`src/rtl/core/rotation_matrix_to_quaternion_unit_defines.svh`:
```
// assertion macros for the rotation matrix to quaternion unit
`ifndef ROTATION_MATRIX_TO_QUATERNION_UNIT_DEFINES_SVH
`define ROTATION_MATRIX_TO_QUATERNION_UNIT_DEFINES_SVH

// same-cycle implication, sampled on clk, off during reset
`define RMQ_ASSERT_NOW(lbl, ante, cons) \
    lbl: assert property (@(posedge clk) disable iff (!rst_n) (ante) |-> (cons)) \
        else $error("rmq assertion failed");

// next-cycle implication, sampled on clk, off during reset
`define RMQ_ASSERT_NEXT(lbl, ante, cons) \
    lbl: assert property (@(posedge clk) disable iff (!rst_n) (ante) |=> (cons)) \
        else $error("rmq assertion failed");

`endif

```
`src/rtl/core/rmq_sqrt.sv`:
```
// pipelined integer square root, one root bit per stage
`default_nettype none

module rmq_sqrt #(
    parameter int DATA_WIDTH = 16,
    parameter int FRAC_BITS  = 14,
    parameter int SB_WIDTH   = 1
) (
    input  wire logic                               clk,
    input  wire logic                               rst_n,
    input  wire logic                               ce,
    input  wire logic                               in_valid,
    input  wire logic [DATA_WIDTH+FRAC_BITS+1:0]    radicand,
    input  wire logic [SB_WIDTH-1:0]                in_sb,
    output logic                                    out_valid,
    output logic [(DATA_WIDTH+FRAC_BITS+3)/2-1:0]   root,
    output logic [SB_WIDTH-1:0]                     out_sb
);
    localparam int SW = DATA_WIDTH + FRAC_BITS + 2;
    localparam int RW = (SW + 1) / 2;
    localparam int PW = 2 * RW;

    logic              v_reg    [RW];
    logic [RW+2:0]     rem_reg  [RW];
    logic [RW-1:0]     root_reg [RW];
    logic [PW-1:0]     rad_reg  [RW];
    logic [SB_WIDTH-1:0] sb_reg [RW];

    for (genvar s = 0; s < RW; s++)
    begin : g_stage
        logic              v_in;
        logic [RW+2:0]     rem_in, rem_sh, trial, rem_next;
        logic [RW-1:0]     root_in, root_next;
        logic [PW-1:0]     rad_in;
        logic [SB_WIDTH-1:0] sb_in;

        if (s == 0)
        begin : g_first
            assign v_in    = in_valid;
            assign rem_in  = '0;
            assign root_in = '0;
            assign rad_in  = PW'(radicand);
            assign sb_in   = in_sb;
        end
        else
        begin : g_next
            assign v_in    = v_reg[s-1];
            assign rem_in  = rem_reg[s-1];
            assign root_in = root_reg[s-1];
            assign rad_in  = rad_reg[s-1];
            assign sb_in   = sb_reg[s-1];
        end

        always_comb
        begin
            rem_sh = {rem_in[RW:0], rad_in[PW-1:PW-2]};
            trial  = {1'b0, root_in, 2'b01};
            if (rem_sh >= trial)
            begin
                rem_next  = rem_sh - trial;
                root_next = {root_in[RW-2:0], 1'b1};
            end
            else
            begin
                rem_next  = rem_sh;
                root_next = {root_in[RW-2:0], 1'b0};
            end
        end

        always_ff @(posedge clk or negedge rst_n)
        begin
            if (!rst_n)
            begin
                v_reg[s] <= 1'b0;
            end
            else if (ce)
            begin
                v_reg[s] <= v_in;
            end
        end

        always_ff @(posedge clk)
        begin
            if (ce && v_in)
            begin
                rem_reg[s]  <= rem_next;
                root_reg[s] <= root_next;
                rad_reg[s]  <= {rad_in[PW-3:0], 2'b00};
                sb_reg[s]   <= sb_in;
            end
        end
    end

    assign out_valid = v_reg[RW-1];
    assign root      = root_reg[RW-1];
    assign out_sb    = sb_reg[RW-1];

endmodule

`default_nettype wire

```
`config.mk`:
```
export PLATFORM = sky130hd
export DESIGN_NAME = rmq_sqrt
export DESIGN_NICKNAME = d
export VERILOG_FILES = /design/src/rtl/core/rotation_matrix_to_quaternion_unit_defines.svh /design/src/rtl/core/rmq_sqrt.sv
export SDC_FILE = /design/constraint.sdc
export NUM_CORES = 1
export LEC_CHECK = 0
export ABC_CLOCK_PERIOD_IN_PS = 7840
export BUFFER_PORTS_ARGS = -buffer_cell sky130_fd_sc_hd__buf_2
export CORE_MARGIN = 10
export CORE_UTILIZATION = 68
export CTS_CLUSTER_SIZE = 16
export DETAILED_ROUTE_END_ITERATION = 7
export GPL_ROUTABILITY_DRIVEN = 0
export GPL_TIMING_DRIVEN = 0
export PLACE_DENSITY = 0.93
export SETUP_SLACK_MARGIN = 0.3
export SYNTH_ARGS = -nofsm -noshare
export SYNTH_HDL_FRONTEND = slang
export SYNTH_SLANG_ARGS = --single-unit
```
`constraint.sdc`:
```
create_clock -name clk -period 7.84 [get_ports clk]
set_clock_uncertainty 0.15 [all_clocks]
set_input_delay 0.784 -clock clk [delete_from_list [all_inputs] [get_ports clk]]
set_output_delay 0.784 -clock clk [all_outputs]
set_load 0.02 [all_outputs]
```
# After elaboration in Yosys (flattened, before gate mapping)
# Memories as Yosys holds them, arrays and structs flattened.
# Index checks and enable logic that the tools add are counted.
[classes] reduce_logical=16 n_addsub=16 n_lt_le_gt_ge=16 muxes=64
[ops] op="19-bit two-way mux" n=16
[ops] op="19-bit by 18-bit greater-or-equal comparator with 1-bit output" n=15
[ops] op="19-bit by 18-bit subtractor with 19-bit output" n=15
[ops] op="1-bit two-way mux" n=48
[ops] op="1-bit logical AND" n=16
[ops] op="2-bit by 1-bit subtractor with 3-bit output (second input constant)" n=1
[ops] op="2-bit by 1-bit greater-or-equal comparator with 1-bit output (second input constant)" n=1
[totals] reg_bits=16 input_bits=37 mem_count=4 mem_bits_rw=1056
[memory_table] name="rad_reg" depth=16 word_bits=30 read_ports=15 rd_clocked_by_memory_dff=0 wr=16 line_no="rmq_sqrt.sv:26" text="logic [PW-1:0] rad_reg [RW];"
[memory_table] name="rem_reg" depth=16 word_bits=19 read_ports=15 rd_clocked_by_memory_dff=0 wr=16 line_no="rmq_sqrt.sv:24" text="logic [RW+2:0] rem_reg [RW];"
[memory_table] name="root_reg" depth=16 word_bits=16 read_ports=16 rd_clocked_by_memory_dff=0 wr=16 line_no="rmq_sqrt.sv:25" text="logic [RW-1:0] root_reg [RW];"
[memory_table] name="sb_reg" depth=16 word_bits=1 read_ports=16 rd_clocked_by_memory_dff=0 wr=16 line_no="rmq_sqrt.sv:27" text="logic [SB_WIDTH-1:0] sb_reg [RW];"

# Logic depth before layout (Yosys ltp)
[depth] ltp_word=3 ltp_mapped=11

# Least setup slack after synthesis
# Ideal clock, no wire load.
[synth_timing] path_type="input-to-reg" from="input ce" to="memory rad_reg[0][64] (netlist name), enable pin" setup_slack_ps=5071 n_path_buf=1 cell_stages=2 arrival_ps=2210 setup_time_ps=409 path_cell_list="clkbuf_1 > and2_1"
[synth_rtl] item="start: declaration" line_no="rmq_sqrt.sv:11" text="input wire logic ce,"
[synth_rtl] item="end: declaration" line_no="rmq_sqrt.sv:26"

==> Flow_metrics.wiki <==
{| class="wikitable"
! Metric !! Value
|-
| Number of enable flip-flop cells after synthesis || between 600 and 700
|-
| Setup crit start kind || flip-flop
|-
| Total CTS buffers || 60
|-
| Path type of the worst min-delay path || input pin to flip-flop
|-
| Buffers added on ports || 54
|-
| CTS H-Tree Depth || 2
|-
| Critical Path Slowest Stage Cell || sky130_fd_sc_hd__nor4b_1
|-
| Top_reg_cell synth || sky130_fd_sc_hd__edfxtp_1
|-
| Required @ worst endpoint || just over 8 ns
|-
| Worst setup path startpoint || rem_reg[0][135]
|-
| Growth of design area from synthesis to finish || 11.1%
|-
| Core region area || 0.0422 mm²
|-
| Vias per cell || 6.60
|-
| DR iter-0 viols || 2,306
|-
| Synth cell types || 79
|-
| Most numerous cell types in the synthesized netlist || sky130_fd_sc_hd__edfxtp_1, sky130_fd_sc_hd__inv_1, sky130_fd_sc_hd__ha_1
|-
| DRC viols || 5
|-
| Worst Tran Pin Value || 1.09 ns
|-
| Wire length of the first global-routing pass || ~100,000 µm
|-
| Max-cap violations || 0
|-
| Pin count of the biggest net entering global routing || 43
|-
| Category of the most critical setup path || flip-flop to flip-flop
|-
| Cts repair resizes || 0
|-
| Share of the clock period used by the worst path || between 40% and 50%
|-
| Remaining global-route overflow || 0
|-
| Share of the yosys chip area belonging to registers || between 60 and 70%
|-
| RSZ-0062 raised after global routing || no
|-
| Maximum vdd drop || 388 µV
|-
| Overall die width || ~230 µm
|-
| Average wire per cell in the routed design || around 22 µm
|-
| Min-delay src || radicand[16]
|-
| Power per cell area || roughly 310 mW/mm²
|-
| Total number of clock tree sinks || 645
|-
| Clock latency on the worst-skew pair || 0.64 ns
|-
| Final Routed Wirelength || roughly 65,000 µm
|-
| Max-slew headroom || about a quarter
|-
| Post-Synthesis Cell Area || 0.0293 mm²
|-
| Via count of the first global-routing pass || about 19,000
|-
| Buffers and inverters on the worst path || 2
|-
| Fmax || between 0.2 and 0.3 GHz
|-
| Starting density of the core || ~69%
|-
| Overall die height || around 230 µm
|-
| Delay-heaviest family, CP || simple AND/OR/NAND/NOR gates
|-
| Root buf cell || sky130_fd_sc_hd__clkbuf_16
|-
| Layout cells sized above 1 || ~10%
|-
| Fill cell instance count of the final layout || ~2,100
|-
| Arrival time at the worst endpoint || just over 4 ns
|-
| # rows || between 70 and 80
|-
| Post-layout minimum cycle time || around 3.7 ns
|-
| Share of synthesized flip-flops with an asynchronous set or reset || roughly 2.5%
|-
| Outcome || finished, violations left
|-
| Number of flip-flops in the largest register || 240
|-
| Number of nets in the layout || ~2,500
|-
| Setup violations, final || 0
|-
| Min Hold Slack || 0.166 ns
|-
| Clock buffer depth || 3
|-
| Element type at the critical path end || flip-flop
|-
| Largest fanout on the critical path || 10
|-
| Power Total || 10,200 µW
|-
| Post-synthesis sequential element count || 645
|-
| TritonCTS clock tree || done
|-
| Avg Inst Size Synth || approximately 13 µm²
|-
| Leading area contributor after synthesis || sky130_fd_sc_hd__edfxtp_1
|-
| Net count after synthesis || between 2,000 and 2,500
|-
| Total leakage power || 0.0123 µW
|-
| Biggest area contributors in the synthesized netlist || sky130_fd_sc_hd__edfxtp_1, sky130_fd_sc_hd__ha_1, sky130_fd_sc_hd__xor2_1, sky130_fd_sc_hd__o21ai_0, sky130_fd_sc_hd__inv_1
|-
| Initial antenna violation count || 0
|-
| Most numerous cell in the Yosys netlist || sky130_fd_sc_hd__edfxtp_1
|-
| Total global routing track utilization || around 25%
|-
| Max-slew violation count || 0
|-
| Failing checks || DRC
|-
| Reg-to-reg startpoint || rem_reg[0][135]
|-
| Dpl hpwl || between 30,000 and 40,000 µm
|-
| Fin Setup TNS || 0 ns
|-
| DR vias || 19,200
|-
| Area fraction of the dominant cell type after synthesis || ~65%
|-
| Overall die area || a little over 0.05 mm²
|-
| Clock slew at the register clock pins of the worst setup and hold paths || ~0.070 ns
|-
| Worst path max stage delay || between 0.9 and 1 ns
|-
| Cells along the critical path || ha_1 -> a21o_1 -> a21oi_1 -> a21oi_1 -> nor4b_1 -> nor2b_1 -> buf_2 -> buf_2 -> nand2_1 -> o21ai_0
|-
| Number of antenna-violating nets in the routed design || 0
|-
| DRT Pass-1 Iters || 8
|-
| I/O pin count || between 50 and 60
|-
| Total number of yosys warnings || 0
|-
| Gate count of the mapped netlist || between 2,000 and 2,500
|-
| Final hold violation count || 0
|}
-- metrics by stage --
stage	util [%]	instance area, µm²	instances	setup slack [ns]
global route	77.0	32500	2901	4.01
floorplan	-	29300	2186	5.07
finish	77.0	32500	2902	4.09
global placement	71.5	30200	2779	4.21
detailed placement	71.9	30400	2786	4.45
CTS	77.0	32500	2901	4.34
-- area by class of cell --
type                            count  area [µm²]  share of cell area, %
Timing Repair Buffer               62         420                   1.29
Sequential cell                   645       19300                   59.3
Clock inverter                     44         588                   1.81
Inverter                          179         672                   2.07
Multi-Input combinational cell   1329        9190                   28.3
Antenna cell                        1        2.50                0.00769
Clock buffer                       70        1560                   4.79
Tap cell                          539         674                   2.07
Buffer                             33         134                  0.412
-- path summary, 6_finish.rpt --
check	slack (ns)	cells after the start	endpoint
worst max-delay path	4.09	10	rem_reg[1][2]
worst min-delay path	0.17	1	rad_reg[0][16]
max in group asynchronous	6.75	2	out_valid
worst max register to register	4.09	10	rem_reg[1][2]
min in group asynchronous	0.51	2	g_stage[7].v_in
worst min register to register	0.26	0	rad_reg[1][209]
-- kinds of logic after synthesis --
group	after synthesis	share of synthesized area [%]
other cells	1	0.0128
simple gates	557	9.53
fa+ha+maj	152	6.50
xor+xnor	165	4.94
mux	41	1.56
flops	645	65.9
buf+inv	212	2.75
compound gates	413	8.81
-- power by group --
part | switching, µW | internal (µW)
registers | 314 | 4600
clock network | 1310 | 1830
logic | 1350 | 832
total | 2970 | 7270
-- timing repair --
| action | 4_1_cts | 5_1_grt |
|---|---|---|
| endpoints found under the hold margin | 16 | 0 |
| hold buffers | 1 | 0 |
| setup buffers | 0 | 0 |
-- metal layers --
layer / track usage [%] / part of all wire [%] / up-vias
li1: - / - / 8302
met3: 3.90 / 8.6 / 357
met1: 28.8 / 35 / 9140
met5: 0 / 0 / -
met4: 13.2 / 5.7 / 0
met2: 45.4 / 51 / 1355
-- placed cells by master (no fill, tap or decap), types with 5 or more instances in the layout --
cell                         netlist  routed
sky130_fd_sc_hd__ha_1            152     152
sky130_fd_sc_hd__and2_1           23       8
sky130_fd_sc_hd__edfxtp_1        629     629
sky130_fd_sc_hd__mux2_2           37      37
sky130_fd_sc_hd__xor2_1           90      90
sky130_fd_sc_hd__clkbuf_16         0      60
sky130_fd_sc_hd__inv_1           179     179
sky130_fd_sc_hd__o21a_1           34      34
sky130_fd_sc_hd__a21oi_1          93      93
sky130_fd_sc_hd__nor3_1           46      46
sky130_fd_sc_hd__buf_2             8      62
sky130_fd_sc_hd__o31ai_1          15      15
sky130_fd_sc_hd__clkinv_1          0      10
sky130_fd_sc_hd__o211ai_1          9       9
sky130_fd_sc_hd__o31a_1            5       5
sky130_fd_sc_hd__or4_1            10      10
sky130_fd_sc_hd__and2_2            0      15
sky130_fd_sc_hd__nor2b_1          30      30
sky130_fd_sc_hd__a21o_1           38      38
sky130_fd_sc_hd__a211oi_1         12      12
sky130_fd_sc_hd__dfrtp_1          16      16
sky130_fd_sc_hd__bufinv_16         0      12
sky130_fd_sc_hd__or3_1            22      22
sky130_fd_sc_hd__a31oi_1          11      11
sky130_fd_sc_hd__nand3_1          24      24
sky130_fd_sc_hd__clkinvlp_4        0       7
sky130_fd_sc_hd__nand2b_1         34      34
sky130_fd_sc_hd__nand3b_1         12      12
sky130_fd_sc_hd__nor2_1          135     135
sky130_fd_sc_hd__nor4_1           24      24
sky130_fd_sc_hd__clkbuf_1         24      32
sky130_fd_sc_hd__or2_2             6       6
sky130_fd_sc_hd__and3_1            7       7
sky130_fd_sc_hd__o21ai_0         142     142
sky130_fd_sc_hd__nand2_1         144     144
sky130_fd_sc_hd__nand4_1          17      17
sky130_fd_sc_hd__xnor2_1          75      75
sky130_fd_sc_hd__clkinv_2          0       9
sky130_fd_sc_hd__buf_12            0       7
Power figures use the tool's default switching activity.
