### src/rtl/core/rotation_matrix_to_quaternion_unit_defines.svh
// assertion macros for the rotation matrix to quaternion unit
`ifndef ROTATION_MATRIX_TO_QUATERNION_UNIT_DEFINES_SVH
`define ROTATION_MATRIX_TO_QUATERNION_UNIT_DEFINES_SVH

// same-cycle implication, sampled on clk, off during reset
`define RMQ_ASSERT_NOW(lbl, ante, cons) \
    lbl: assert property (@(posedge clk) disable iff (!rst_n) (ante) |-> (cons)) \
        else $error("rmq assertion failed");

// next-cycle implication, sampled on clk, off during reset
`define RMQ_ASSERT_NEXT(lbl, ante, cons) \
    lbl: assert property (@(posedge clk) disable iff (!rst_n) (ante) |=> (cons)) \
        else $error("rmq assertion failed");

`endif

### src/rtl/core/rmq_pkg.sv
// shared types and helpers for the rotation matrix to quaternion unit
`default_nettype none

package rmq_pkg;

    // pivot axis; AXIS_W marks the positive trace branch
    typedef enum logic [1:0] {
        AXIS_X = 2'd0,
        AXIS_Y = 2'd1,
        AXIS_Z = 2'd2,
        AXIS_W = 2'd3
    } axis_t;

    typedef struct packed {
        logic  bad;
        axis_t axis;
    } rmq_ctl_t;

    // cyclic successor x -> y -> z -> x
    function automatic axis_t next_axis(input axis_t a);
        axis_t r;
        case (a)
            AXIS_X:  r = AXIS_Y;
            AXIS_Y:  r = AXIS_Z;
            default: r = AXIS_X;
        endcase
        return r;
    endfunction

endpackage

`default_nettype wire

### src/rtl/core/rmq_setup.sv
// first stage: trace, pivot choice, root argument and numerator magnitudes
`default_nettype none

module rmq_setup #(
    parameter int DATA_WIDTH = 16,
    parameter int FRAC_BITS  = 14
) (
    input  wire logic                                 clk,
    input  wire logic                                 rst_n,
    input  wire logic                                 ce,
    input  wire logic                                 in_valid,
    input  wire logic [9*DATA_WIDTH-1:0]              mat,
    output logic                                      out_valid,
    output rmq_pkg::rmq_ctl_t                         ctl,
    output logic [DATA_WIDTH+FRAC_BITS+1:0]           radicand,
    output logic [2:0]                                neg,
    output logic [3*(DATA_WIDTH+1)-1:0]               mag
);
    import rmq_pkg::*;

    localparam int DW = DATA_WIDTH;
    localparam int AW = DW + 3;
    localparam logic signed [AW-1:0] ONE = {{(AW-1){1'b0}}, 1'b1} << FRAC_BITS;

    logic signed [DW-1:0] e [3][3];
    logic signed [AW-1:0] trace, arg, dii, djj, dkk;
    logic signed [DW:0]   num [3];
    axis_t                ai, aj, ak;
    rmq_ctl_t             ctl_next;
    logic [DW+FRAC_BITS+1:0] rad_next;
    logic [2:0]           neg_next;
    logic [3*(DW+1)-1:0]  mag_next;

    logic                 valid_reg;
    rmq_ctl_t             ctl_reg;
    logic [DW+FRAC_BITS+1:0] rad_reg;
    logic [2:0]           neg_reg;
    logic [3*(DW+1)-1:0]  mag_reg;

    always_comb
    begin
        for (int r = 0; r < 3; r++)
        begin
            for (int c = 0; c < 3; c++)
            begin
                e[r][c] = mat[(3*r+c)*DW +: DW];
            end
        end
    end

    always_comb
    begin
        trace = AW'(e[0][0]) + AW'(e[1][1]) + AW'(e[2][2]);
        ai = AXIS_X;
        if (e[1][1] > e[0][0])
        begin
            ai = AXIS_Y;
        end
        if (e[2][2] > e[ai][ai])
        begin
            ai = AXIS_Z;
        end
        aj  = next_axis(ai);
        ak  = next_axis(aj);
        dii = AW'(e[ai][ai]);
        djj = AW'(e[aj][aj]);
        dkk = AW'(e[ak][ak]);
        arg = dii - djj - dkk + ONE;

        if (trace > 0)
        begin
            ctl_next.bad  = 1'b0;
            ctl_next.axis = AXIS_W;
            rad_next = {trace[DW+1:0] + ONE[DW+1:0], {FRAC_BITS{1'b0}}};
            num[0] = (DW+1)'(e[2][1]) - (DW+1)'(e[1][2]);
            num[1] = (DW+1)'(e[0][2]) - (DW+1)'(e[2][0]);
            num[2] = (DW+1)'(e[1][0]) - (DW+1)'(e[0][1]);
        end
        else
        begin
            ctl_next.bad  = (arg <= 0);
            ctl_next.axis = ai;
            rad_next = {arg[DW+1:0], {FRAC_BITS{1'b0}}};
            num[0] = (DW+1)'(e[ak][aj]) - (DW+1)'(e[aj][ak]);
            num[1] = (DW+1)'(e[aj][ai]) + (DW+1)'(e[ai][aj]);
            num[2] = (DW+1)'(e[ak][ai]) + (DW+1)'(e[ai][ak]);
        end

        for (int l = 0; l < 3; l++)
        begin
            neg_next[l] = num[l][DW];
            mag_next[l*(DW+1) +: DW+1] = num[l][DW] ? (DW+1)'(-num[l]) : (DW+1)'(num[l]);
        end
    end

    always_ff @(posedge clk or negedge rst_n)
    begin
        if (!rst_n)
        begin
            valid_reg <= 1'b0;
        end
        else if (ce)
        begin
            valid_reg <= in_valid;
        end
    end

    always_ff @(posedge clk)
    begin
        if (ce && in_valid)
        begin
            ctl_reg <= ctl_next;
            rad_reg <= rad_next;
            neg_reg <= neg_next;
            mag_reg <= mag_next;
        end
    end

    assign out_valid = valid_reg;
    assign ctl       = ctl_reg;
    assign radicand  = rad_reg;
    assign neg       = neg_reg;
    assign mag       = mag_reg;

endmodule

`default_nettype wire

### config.mk
export PLATFORM = sky130hd
export DESIGN_NAME = rmq_setup
export DESIGN_NICKNAME = d
export VERILOG_FILES = /design/src/rtl/core/rotation_matrix_to_quaternion_unit_defines.svh /design/src/rtl/core/rmq_pkg.sv /design/src/rtl/core/rmq_setup.sv
export SDC_FILE = /design/constraint.sdc
export NUM_CORES = 1
export LEC_CHECK = 0
export BUFFER_PORTS_ARGS = -buffer_cell sky130_fd_sc_hd__buf_4
export CAP_MARGIN = 20
export CORE_ASPECT_RATIO = 1.75
export CORE_MARGIN = 4
export CORE_UTILIZATION = 40
export DETAILED_ROUTE_END_ITERATION = 10
export PLACE_DENSITY = 0.7
export SLEW_MARGIN = 20
export SYNTH_ARGS = -nofsm -noshare
export SYNTH_HDL_FRONTEND = slang
export SYNTH_SLANG_ARGS = --single-unit
### constraint.sdc
create_clock -name clk -period 0.85 [get_ports clk]
set_input_delay 0.0425 -clock clk [delete_from_list [all_inputs] [get_ports clk]]
set_output_delay 0.0425 -clock clk [all_outputs]
set_load 0.01 [all_outputs]
======== Word level (Yosys, flattened, before mapping) ========
Cells that the tools add are included.
storage, ports and cells
  output and inout bits ................... 90
  bits in read-only memories .............. 0
  bits in registers ....................... 90
  memories kept ........................... 0
  logic and storage cells ................. 92
  latch bits .............................. 0
  bits in writable memories ............... 0
  input port bits ......................... 148
cells by class
  shift-type cells ........................ 0
  equality and inequality tests ........... 2
  bitwise gates (word level) .............. 4
  div/mod/pow operators ................... 0
  order comparisons ....................... 8
  reduce and logical (&&, ||, !) cells .... 3
  add/sub/neg operators ................... 15
  mux-type cells .......................... 51
  multiply operators ...................... 0
operators by type and width
  kind                    count
  $bmux 48 s2             4
  $mux 48                 8
  $mux 16                 23
  $bmux 16 s2             10
  $sub 16x16->17          5
  $add 16x16->17          3
  $mux 51                 1
  $neg 17->17             3
  $gt 16x16->1            2
  $mux 32                 1
  $add 18x16->19 const B  1
  $le 19x1->1 const B     1
  $add 17x16->18          1
  $add 18x15->18 const B  1
  $gt 18x1->1 const B     1
  $sub 17x16->18          1
  $ge 3x3->1 const B      4
  $not 2->3               4
  $pmux 2 s2              2
  $eq 2x1->1 const B      2
  $logic_not 2->1         2
  $mux 2                  1
  $logic_and 1x1->1       1
  $mux 1                  1

======== Longest topological paths before layout ========
  word-level depth ........................ 26
  mapped depth ............................ 44
  depth with buffers taken out ............ 41

======== Worst setup path before layout ========
OpenSTA, ideal clock, no wires.
  path kind ............................... input-to-reg
  from .................................... input port mat[1]
  to ...................................... register ctl_reg (netlist bit ctl[2]), data pin
  library setup time ...................... 152 ps
  cell stages on the path ................. 40
  required time ........................... 698 ps
  setup slack ............................. -7257 ps
  buffers on the path ..................... 3
  arrival time ............................ 7955 ps
  path through ............................ inv_1 > ha_1 > nor2b_1 > o21a_1 > o21a_1 > o21ai_0 > a21oi_1 > o31a_1 > o41a_1 > o21ai_1 > buf_1 > mux2i_1 > ha_1 > nor2b_1 > o21a_1 > o21a_1 > o21a_1 > o21a_1 > (+4 left out) > clkbuf_1 > clkbuf_1 > nor2_1 > a21oi_1 > fa_1 > ha_1 > ha_1 > a21o_1 > a21o_1 > a21oi_1 > o21ai_0 > a41oi_1 > nor2b_1 > xnor2_1 > or4_1 > nor4_1 > nand4_1 > a31oi_1
on the way
  cells in the longest elaborated chain, start to end .. 25
  elaborated cells between the ends (all ways) .. 45
  classes of those cells .................. add/sub: 5; order compare: 4; eq/ne: 2; mux: 28; bitwise: 4; reduce/logical: 2
RTL lines
  item                                                   line              text
  from (decl)                                            rmq_setup.sv:12   input wire logic [9*DATA_WIDTH-1:0] mat,
  branches (longest 25 deep; another with $gt 16x16->1)  --
  to (signal assigned)                                   rmq_setup.sv:112  ctl_reg <= ctl_next;
  to (decl)                                              rmq_setup.sv:35   rmq_ctl_t ctl_reg;
Several ways; the timed one is not identified. The select of a mux whose other input is x is not followed.
A chain may end at the register's enable or synchronous reset.

======== Worst setup path after layout ========
Same ends and word-level chain as after synthesis.

==> flow_summary_export.csv <==
group,metric,value,unit
run_status,status,"finished with violations",
run_status,violations,"negative setup slack",
cells_and_area,seqCellArea,0.002277,mm^2
timing,maxSlewViolCount,0,
cells_and_area,fin_nets,3226,
cells_and_area,multiInputGateArea,0.01393,mm^2
synth,yosys.area.top_type_share,0.1473,
detailed_routing,ant_nets,0,
detailed_routing,wl_per_cell,20.87,um
worst_setup_path,arrival,7.83,ns
synth,synth_flop_cell,"edfxtp_1",
timing,fin_ws,-6.748,ns
place,port_buffers,223,
cells_and_area,finish.utilization,0.6819,
power_and_ir_drop,total_power,81.13,mW
timing,slew_headroom,0.4617,
timing,period_minus_slack,7.598,ns
synth,synth_seq_area_share,0.1482,
timing,hold_viol_final,0,
timing,finalSetupViolations,151,
place,place_hpwl,54680,um
grt,grt_first_pass_wirelength,105600,um
die,fp.dieW,156.2,um
cells_and_area,drive_gt1_frac,0.4469,
grt,track_usage,0.3264,
grt,grt_start_max_net_pins,71,
clock_network,clk_latency,0.37,ns
detailed_routing,via_per_inst,5.631,
place,pre_cts_ws,-7.235,ns
clock_network,cts.reportedPaths.clkPinSlew,0.08,ns
die,coreArea,0.03775,mm^2
power_and_ir_drop,peakVddDrop,1.903,mV
detailed_routing,drc,0,
die,rows,94,
die,initial_core_util,0.4071,
worst_setup_path,critPathCaptureType,"flip-flop",
timing,finalCritPeriodShare,8.939,
job,max-cap-violations,0,
power_and_ir_drop,power_frac_clock,0.052,
hold_path,hold_path.class,"input port to flip-flop",
power_and_ir_drop,p_seq_frac,0.083,
worst_setup_path,cp_slowest_cell,"or4_4",
place,gp_congestion,1.029,
cells_and_area,largest_register_ffs,51,
synth,ys_seq_elements,76,
hold_path,min_from,"mat[128]",
detailed_routing,drtIter0Drc,953,
detailed_routing,first_pass_iters,5,
die,die_area,0.04175,mm^2
worst_setup_path,required,1.08,ns
worst_setup_path,crit_family,"compound AO/OA/AOI/OAI gates",
worst_setup_path,path_class,"input port to flip-flop",
power_and_ir_drop,power.net_switching,36.78,mW
worst_setup_path,cp-start-kind,"input port",
power_and_ir_drop,intPower,44.34,mW
worst_setup_path,reg2reg_from,"out_valid",
clock_network,cts_sinks,76,
clock_network,cts_max_level,3,
worst_setup_path,cp_slowest_stage_delay,0.60,ns
synth,avgSynthCellArea,7.858,um^2
cells_and_area,syn_to_final_growth,67.49,%
worst_setup_path,startpoint,"mat[1]",
timing,worst_slew_pin_slew,0.7850,ns
die,dieHeight,267.3,um
grt,grt.overflow.total,0,
grt,grt_pass1_vias,20220,
clock_network,cts-root-buf,"clkbuf_16",
clock_network,cts_buffers,9,
synth,ys_types,84,
worst_setup_path,cp_max_fo,5,
power_and_ir_drop,switching_share,0.4534,
synth,synthArstFlopShare,0.01316,
worst_setup_path,path_buf_inv,6,
grt,antenna_found_initial,2,
synth,synth.cell_area,0.01537,mm^2
synth,synth_area_leaders,"ha_1 (15%), edfxtp_1 (15%), mux2i_1 (11%)",
detailed_routing,vias,18830,
timing,rsz0062_at_grt,"yes",
timing,fmax,0.1316,GHz
die,ioPinCount,238,
synth,ys_warn_count,0,
worst_setup_path,critPathMostFrequentCell,"o21a_1",
timing,fin_skew,0,ns
synth,yosys.area.top_type,"ha_1",
detailed_routing,drt-total-wl,69780,um
power_and_ir_drop,cellLeakagePower,12.24,nW
synth,synth-edff-count,75,
cells_and_area,nFillCells,2930,
clock_network,tritoncts,"yes",
synth,syn_inst,1956,
clock_network,ctsLongestPathBuffers,2,
power_and_ir_drop,powerDensity,3151,mW/mm^2
power_and_ir_drop,combPwrFrac,0.866,
per-stage QoR:
| step | area [um^2] | hold WS [ns] | setup TNS [ns] | std cells |
|---|---|---|---|---|
| floorplan | 16090 | -0.2531 | -432.09 | 1969 |
| global placement | 22890 | -0.1823 | -478.75 | 3264 |
| detailed placement | 22890 | -0.1813 | -500.48 | 3264 |
| CTS | 25230 | 0.1747 | -456.42 | 3335 |
| global route | 25740 | 0.2072 | -473.99 | 3342 |
| finish | 25740 | 0.1968 | -460.51 | 3343 |
cell usage after synthesis, types with 5 or more instances:
master     number
a2111oi_0       5
a211o_1         5
a211oi_1       21
a21boi_0        6
a21o_1         44
a21oi_1       175
a31oi_1        15
and3_1         13
buf_1          15
buf_2          18
buf_4          19
clkbuf_1       39
edfxtp_1       75
fa_1           40
ha_1          181
inv_1         112
mux2i_1       170
nand2_1       175
nand2b_1       20
nand3_1        42
nand3b_1        6
nand4_1        12
nor2_1        154
nor2b_1        35
nor3_1         47
nor3b_1        13
nor4_1          6
o211ai_1       10
o21a_1         24
o21ai_0       135
o21ai_1        42
o21bai_1       10
o311ai_1        6
o31a_1         11
o31ai_1        13
or2_2          14
or3_1          16
xnor2_1        84
xor2_1         47
cells in the final DEF, fill, tap and decap left out, drive strengths merged, types with 6 or more instances in the layout:
| cell type | instances |
|---|---|
| buf | 964 |
| ha | 181 |
| o21ai | 177 |
| a21oi | 176 |
| nand2 | 175 |
| mux2i | 170 |
| nor2 | 154 |
| inv | 118 |
| xnor2 | 84 |
| edfxtp | 75 |
| xor2 | 47 |
| nor3 | 47 |
| a21o | 44 |
| nand3 | 42 |
| fa | 40 |
| nor2b | 36 |
| o21a | 24 |
| a211oi | 21 |
| nand2b | 20 |
| or3 | 16 |
| a31oi | 15 |
| or2 | 15 |
| conb | 14 |
| o31ai | 14 |
| and3 | 13 |
| nor3b | 13 |
| nand4 | 12 |
| o31a | 11 |
| o211ai | 10 |
| o21bai | 10 |
| clkbuf | 9 |
| o311ai | 9 |
| a21boi | 9 |
| nand3b | 6 |
| nor4 | 6 |
tightest hold or removal path, delay by kind of cell:
kind	cells	cell delay, ns
adder cells (fa/ha/maj)	1	0.21
AND/OR/NAND/NOR	2	0.11
buffers and inverters	1	0.11
cell families after synthesis:
family	after synthesis	synth area share
and+or+nand+nor	579	0.1810
AOI/OAI and AO/OA	565	0.2248
adders and majority gates	221	0.1994
buffers and inverters	210	0.05886
muxes	173	0.1129
xor gates and xnor gates	131	0.07465
DFF	76	0.1482
other	1	0.0002440
final timing paths:
check                               end  slack (ns)  depth (start not counted)
setup / recovery                 ctl[2]       -6.75                         40
hold / removal             radicand[14]        0.20                          4
setup reg to reg              out_valid        0.09                          1
hold reg to reg               out_valid        0.54                          1
max in group asynchronous     out_valid        0.22                          3
min in group asynchronous     out_valid        0.52                          3
area by class of cell:
cell class	instances	share of cell area
antenna	1	0.00009721
clock buffer	9	0.008748
clock inverter	7	0.002916
inverter	116	0.01769
multi-input combinational	1683	0.5410
sequential	76	0.08846
tap	480	0.02333
timing repair buffer	970	0.3175
timing repair inverter	1	0.0002430
metal layers:
metal,vias to the layer above,global-route usage,wire [um]
li1,8901,-,-
met3,343,0.06419,4437
met5,-,0,0
met4,0,0.3054,7986
met2,763,0.5882,35180
met1,8818,0.3006,22190
power groups by stage:
stage	clock network, mW	logic (mW)	registers [mW]
2_1_floorplan	0	29.4	7.07
3_3_place_gp	0	54.4	6.58
3_5_place_dp	0	55.7	6.57
4_1_cts	4.25	65.5	6.67
5_1_grt	4.43	74.6	6.79
6_report	4.19	70.2	6.69
timing repair:
| item | CTS | global route |
|---|---|---|
| setup buffers | 46 | 7 |
| pin swaps | 88 | 52 |
| gates cloned | 10 | 0 |
| gates resized for setup | 322 | 81 |
| hold buffers | 4 | 0 |
| endpoints found under the hold margin | 2 | 0 |
| setup endpoints to repair | 151 | 151 |
No activity file was read; power rests on OpenSTA's default activity.
